--- config.mk ---
export PLATFORM = sky130hd
export DESIGN_NAME = pxg_ctrl
export DESIGN_NICKNAME = d
export VERILOG_FILES = /design/src/sv/pxg_pkg.sv /design/src/sv/pxg_ctrl.sv
export SDC_FILE = /design/constraint.sdc
export NUM_CORES = 1
export LEC_CHECK = 0
export BUFFER_PORTS_ARGS = -buffer_cell sky130_fd_sc_hd__buf_2
export CORE_MARGIN = 3
export CORE_UTILIZATION = 42
export CTS_CLUSTER_DIAMETER = 150
export DETAILED_ROUTE_END_ITERATION = 16
export GPL_TIMING_DRIVEN = 1
export SLEW_MARGIN = 20
export SYNTH_ARGS = -nofsm -noshare
export SYNTH_HDL_FRONTEND = slang
export SYNTH_SLANG_ARGS = --single-unit
--- constraint.sdc ---
create_clock -name clk_i -period 5.8 [get_ports clk_i]
set_clock_uncertainty 0.15 [all_clocks]
set_input_delay 0 -clock clk_i [delete_from_list [all_inputs] [get_ports clk_i]]
set_output_delay 0 -clock clk_i [all_outputs]
set_load 0.005 [all_outputs]
--- src/sv/pxg_pkg.sv ---
package pxg_pkg;

  localparam int unsigned CoeffCount = 3;
  localparam int unsigned CoeffWidth = 64;
  localparam int unsigned DegWidth   = 3;
  localparam logic [DegWidth-1:0] DegNone = 3'b111;

  typedef enum logic [4:0] {
    StIdle,
    StLoadMod,
    StLoadTrim,
    StCheck,
    StInvInit,
    StInvSq,
    StInvMul,
    StInvStep,
    StQuot,
    StUpdMul,
    StUpdSub,
    StTrim,
    StOut
  } pxg_state_e;

  typedef enum logic [2:0] {
    OpNone,
    OpLoad,
    OpSwap,
    OpInvInit,
    OpInvSq,
    OpInvMul,
    OpQuot,
    OpUpd
  } pxg_op_e;

  typedef struct packed {
    pxg_op_e      op;
    logic [3:0]   sel;
    logic         mod_start;
    logic         mul_start;
    logic         trim;
    logic         clear;
  } pxg_cmd_t;

  typedef struct packed {
    logic       busy;
    logic       r_zero;
    logic       r_higher;
    logic       exp_zero;
    logic       exp_bit;
    logic       mod_small;
  } pxg_stat_t;

endpackage

--- src/sv/pxg_ctrl.sv ---
module pxg_ctrl (
  input  logic               clk_i,
  input  logic               rst_ni,
  input  logic               in_valid_i,
  output logic               in_ready_o,
  output logic               out_valid_o,
  input  logic               out_ready_i,
  output pxg_pkg::pxg_cmd_t  cmd_o,
  input  pxg_pkg::pxg_stat_t stat_i,
  output logic               cap_o
);
  import pxg_pkg::*;

  pxg_state_e state_q, state_d;
  logic [3:0] sel_q, sel_d;
  logic       issued_q, issued_d;

  always_ff @(posedge clk_i or negedge rst_ni) begin
    if (!rst_ni) begin
      state_q  <= StIdle;
      sel_q    <= '0;
      issued_q <= 1'b0;
    end else begin
      state_q  <= state_d;
      sel_q    <= sel_d;
      issued_q <= issued_d;
    end
  end

  always_comb begin
    state_d  = state_q;
    sel_d    = sel_q;
    issued_d = issued_q;
    cmd_o    = '{op: OpNone, sel: '0, mod_start: 1'b0, mul_start: 1'b0, trim: 1'b0,
                 clear: 1'b0};
    in_ready_o  = 1'b0;
    out_valid_o = 1'b0;
    cap_o       = 1'b0;
    case (state_q)
      StIdle: begin
        in_ready_o = 1'b1;
        if (in_valid_i) begin
          cap_o = 1'b1;
          state_d = StLoadMod;
          sel_d = 4'b0000;
          issued_d = 1'b0;
        end
      end
      StLoadMod: begin
        // sel: [3] which input, [1:0] coeff; degree set on first entry
        cmd_o.op = OpLoad;
        if (sel_q[1:0] == 2'd0 && !issued_q && !sel_q[2]) begin
          if (stat_i.mod_small) begin
            // skip loading, the cleared polynomials are the result
            cmd_o.op = OpNone;
            state_d = StOut;
          end else begin
            cmd_o.sel = {sel_q[3], 3'b000};
            sel_d = {sel_q[3], 1'b1, 2'b00};
          end
        end else if (!issued_q) begin
          cmd_o.sel = {sel_q[3], 1'b0, sel_q[1:0]};
          cmd_o.mul_start = 1'b1;
          issued_d = 1'b1;
        end else if (!stat_i.busy) begin
          cmd_o.sel = {sel_q[3], 1'b1, sel_q[1:0]};
          issued_d = 1'b0;
          if (sel_q[1:0] == 2'd2) begin
            if (sel_q[3]) state_d = StLoadTrim;
            sel_d = {~sel_q[3], 3'b000};
          end else sel_d = {sel_q[3], 1'b1, sel_q[1:0] + 2'd1};
        end
      end
      StLoadTrim: begin
        cmd_o.trim = 1'b1;
        sel_d = sel_q + 4'd1;
        if (sel_q[1:0] == 2'd2) begin
          sel_d = '0;
          state_d = StCheck;
        end
      end
      StCheck: begin
        if (stat_i.r_zero) state_d = StOut;
        else if (stat_i.r_higher) cmd_o.op = OpSwap;
        else begin
          cmd_o.op = OpInvInit;
          state_d = StInvStep;
        end
      end
      StInvStep: begin
        if (stat_i.exp_zero) begin
          state_d = StQuot;
          issued_d = 1'b0;
        end else if (stat_i.exp_bit) state_d = StInvMul;
        else state_d = StInvSq;
      end
      StInvMul: begin
        cmd_o.op = OpInvMul;
        if (!issued_q) begin
          cmd_o.mul_start = 1'b1; issued_d = 1'b1;
        end else if (!stat_i.busy) begin
          issued_d = 1'b0; state_d = StInvSq;
        end
      end
      StInvSq: begin
        cmd_o.op = OpInvSq;
        if (!issued_q) begin
          cmd_o.mul_start = 1'b1; issued_d = 1'b1;
        end else if (!stat_i.busy) begin
          issued_d = 1'b0; state_d = StInvStep;
        end
      end
      StQuot: begin
        cmd_o.op = OpQuot;
        if (!issued_q) begin
          cmd_o.mul_start = 1'b1; issued_d = 1'b1;
        end else if (!stat_i.busy) begin
          issued_d = 1'b0; state_d = StUpdMul; sel_d = '0;
        end
      end
      StUpdMul: begin
        // for each pair, each source coefficient: multiply then subtract
        cmd_o.op = OpUpd;
        cmd_o.sel = sel_q;
        if (!issued_q) begin
          cmd_o.mul_start = 1'b1; issued_d = 1'b1;
        end else if (!stat_i.busy) begin
          issued_d = 1'b0;
          if (sel_q[1:0] == 2'd2) begin
            if (sel_q[3:2] == 2'd2) begin
              state_d = StUpdSub; sel_d = '0;
            end else sel_d = {sel_q[3:2] + 2'd1, 2'b00};
          end else sel_d = sel_q + 4'd1;
        end
      end
      StUpdSub: begin
        cmd_o.op = OpUpd;
        cmd_o.trim = 1'b1;
        state_d = StTrim;
      end
      StTrim: begin
        cmd_o.trim = 1'b1;
        sel_d = sel_q + 4'd1;
        if (sel_q[1:0] == 2'd2) begin
          sel_d = '0; state_d = StCheck;
        end
      end
      StOut: begin
        out_valid_o = 1'b1;
        if (out_ready_i) state_d = StIdle;
      end
      default: state_d = StIdle;
    endcase
  end

  assert property (@(posedge clk_i) disable iff (!rst_ni)
    out_valid_o && !out_ready_i |=> out_valid_o)
    else $error("result dropped under stall");
  assert property (@(posedge clk_i) disable iff (!rst_ni)
    in_ready_o |-> !out_valid_o)
    else $error("accept while result pending");
  assert property (@(posedge clk_i) disable iff (!rst_ni)
    cmd_o.mul_start |=> stat_i.busy)
    else $error("multiplier did not start");
endmodule

==> flow_metrics.py <==
metrics = {
    "outcome": {
        "outcome": "finished, final reports clean",
    },
    "floorplan": {
        "area_of_the_core_region_um2": 2340,
        "core.rowCount": 17,
        "floorplan.initialDensity_pct": 47.17,
        "ioPinCount": 24,
        "die_w_um": 57.26,
        "design.die.area_um2": 3279,
        "floorplan_die_height_um": 57.26,
    },
    "worst_setup_path": {
        "timing.critical_path.from_type": "register",
        "end_kind": "register",
        "worst_r2r_path_depth": 5,
        "timing.setup.critical_path_class": "register to register",
        "end_of_the_worst_register_to_register_path": "state_q[1]",
        "timing.critical_path.fanout_max": 24,
        "regToRegStartpoint": "state_q[0]",
        "worst-r2r-setup-slack_ps": 3170,
        "crit_arrival_ps": 2630,
        "critical_path_required_ps": 5800,
    },
    "placement": {
        "buffer_ports.inserted": 21,
        "place_congestion": 0.8021,
        "preCtsSetupSlack_ps": 3209,
        "hpwl_um": 2125,
        "dp.cells": 182,
    },
    "timing": {
        "finalHoldViolCount": 0,
        "worstMarginPinSlew_ps": 806.1,
        "setup_tns_final_ps": 0,
        "slew_headroom_pct": 45.53,
        "postLayoutSetupSlackWorst_ps": 3170,
        "final-max-slew-violation-count": 0,
        "setup_viol_count_final": 0,
        "final_period_utilization_pct": 45.34,
        "final.min_clock_period_ps": 2630,
        "grt_setup_unrepaired": "false",
        "maxClockFrequency_mhz": 380.3,
    },
    "power_and_ir_drop": {
        "net-switching-power_mw": 0.4077,
        "leakage_nw": 0.5214,
        "switching_fraction_of_total_power_pct": 52.87,
        "p_per_area_nw_per_um2": 628.8,
        "clock_power_share_pct": 6.5,
        "cellInternalPower_mw": 0.3634,
        "power.ir.vdd_worst_v": 0.0003054,
        "power.combinational.fraction_pct": 66.4,
        "power.sequential.fraction_pct": 27.0,
    },
    "synth": {
        "synthesized_area_um2": 1104,
        "postSynth.topFlopCell": "sky130_fd_sc_hd__dfrtp_1",
        "synthArstFlopShare_pct": 100.0,
        "synth.yosys.seq_area_share_pct": 20.41,
        "synth_cell_type_count": 51,
        "synthTopCellsByArea": "sky130_fd_sc_hd__dfrtp_1 (20%), sky130_fd_sc_hd__o21ai_0 (5.0%), sky130_fd_sc_hd__a21oi_1 (4.5%)",
        "postSynthAreaPerCell_um2": 7.507,
        "cell_type_with_the_highest_aggregate_area_in_the_netlist": "sky130_fd_sc_hd__dfrtp_1",
        "synth_top_cell_area_share_pct": 20.41,
        "synth_seq_cells": 9,
        "syn-instance-count": 147,
        "count_of_flip_flops_with_a_built_in_enable_after_synthesis": 0,
        "yosys_warnings": 0,
    },
    "layout": {
        "top_library_cells_by_usage_in_the_layout_fill_and_taps_aside": "sky130_fd_sc_hd__buf_2 (21), sky130_fd_sc_hd__nand2_1 (12), sky130_fd_sc_hd__nor2_1 (11), sky130_fd_sc_hd__o21ai_0 (11), sky130_fd_sc_hd__a21oi_1 (10)",
        "number_of_diodes": 0,
        "instances_no_fill": 189,
        "area_growth_syn_to_layout_pct": 11.11,
        "mostFrequentLayoutCell": "sky130_fd_sc_hd__buf_2",
        "post_route_cells_drive_above_1_share_pct": 19.88,
        "fillerInstances": 236,
        "num-nets-final": 172,
    },
    "clock_tree": {
        "max-clock-path-buffers": 2,
        "clkSinkCount": 9,
        "post_cts.resized_instances": 0,
        "total_clock_buffers_created_by_cts": 3,
        "worst_setup_hold_path_clk_slew_ps": 60,
        "clk_root_buffer_cell": "sky130_fd_sc_hd__clkbuf_4",
        "cts-htree-levels": 1,
        "tritoncts_clock_tree": "built",
        "clk-insertion-delay-late_ps": 270,
    },
    "grt": {
        "grt_max_degree": 28,
        "use_met3_pct": 0.9050,
        "gr-usage-met2_pct": 29.69,
        "grt_antenna_before_repair": 0,
        "gr-max-usage-layer": "met2",
        "grt_usage_pct": 18.90,
        "grt_overflow": 0,
        "groute.layer.met1.usage_pct": 27.34,
        "grt_pass1_wl_um": 5057,
        "via_count_of_the_first_global_routing_pass": 1083,
    },
    "detailed_routing": {
        "detail_route.drc_violations": 0,
        "antenna_violating_nets_post_route": 0,
        "post_drt_wl_per_cell_um": 15.90,
        "detail_route.iter0.violations": 29,
        "post_route_wl_um": 3006,
        "route.vias.total": 1159,
        "detail_route.first_pass.iterations": 4,
        "vias_per_cell": 6.132,
    },
    "hold_path": {
        "hold_end": "state_q[1]",
        "worstHoldPathType": "input pin to register",
        "hold-path-cell-count": 4,
        "hold_path_startpoint": "stat_i[1]",
    },
    "flow_run": {
        "max-cap-violations": 0,
    },
}
-- state kept, by name, summed over array words and instances (netlist names) --
signal,cells
issued_q,1
sel_q,4
state_q,4
-- routing by layer --
metal  up-vias  routed length (um)
met5         -                   0
met4         0                  31
met3         2                 134
met2        38                1390
met1       549                1450
li1        570                   -
-- repair_timing --
| item | CTS | global route |
|---|---|---|
| buffers inserted | 0 | 0 |
| hold buffers | 3 | 0 |
| endpoints found under the hold margin | 11 | 0 |
-- Yosys cell counts (all sizes together), types with 4 or more instances --
cell and instances:
o21ai 11, a21oi 10, clkbuf 7, nand2b 4
nand2 12, dfrtp 9, nor3 7, nor2 11
inv 8, buf 8
-- logic make-up (layout without fill, tap and decap cells) --
| logic type | after synthesis | count (layout) | share of synthesized area, % |
|---|---|---|---|
| simple gates | 57 | 57 | 29.03 |
| buf+inv | 23 | 36 | 9.750 |
| mux | 5 | 5 | 5.442 |
| xor+xnor | 2 | 2 | 1.588 |
| compound gates | 50 | 50 | 33.45 |
| flops | 9 | 9 | 20.41 |
| other cells | 1 | 2 | 0.3398 |
-- critical path, stage by stage (launching register included) --
cell and delay [ps]:
sky130_fd_sc_hd__dfrtp_1 810, sky130_fd_sc_hd__nor4bb_1 800, sky130_fd_sc_hd__nand2_1 110, sky130_fd_sc_hd__o2111ai_1 200, sky130_fd_sc_hd__a211oi_4 120, sky130_fd_sc_hd__mux2_4 330
-- cell type report --
type                    instances  area, um2  area share [%]
multi-input cells             116      774.5           63.16
flip-flops and latches          9      225.2           18.37
repair buffers                 24      135.1           11.02
well taps                      28      35.03           2.857
inverters                       8      30.03           2.449
clock buffers                   4      26.28           2.143
-- per-stage QoR --
step / cell area (um2) / power [mW] / util, % / hold slack, ps
global route: 1226 / 0.8425 / 52.41 / 56.04
floorplan: 1107 / 0.6032 / - / -445.6
detailed placement: 1170 / 0.7121 / 50.00 / -290.9
CTS: 1226 / 0.7667 / 52.41 / 16.33
global placement: 1170 / 0.7084 / 50.00 / -293.3
finish: 1226 / 0.7711 / 52.41 / 22.37
-- how the worst max path moves through the flow --
stage | startpoint | to
floorplan | state_q[3] | state_q[0]
global placement | state_q[0] | state_q[0]
detailed placement | state_q[0] | state_q[1]
CTS | state_q[0] | state_q[1]
global route | state_q[0] | cmd_o[4]
finish | state_q[0] | state_q[1]
-- power groups by stage --
stage                     clock network, mW  logic (mW)  registers, mW
after floorplan                           0       0.497          0.106
after global placement                    0       0.504          0.204
after detailed placement                  0       0.506          0.206
after CTS                            0.0521       0.509          0.206
after global routing                 0.0543       0.570          0.218
final                                0.0502       0.512          0.209
Note: power is estimated with default switching activity, not from simulation.
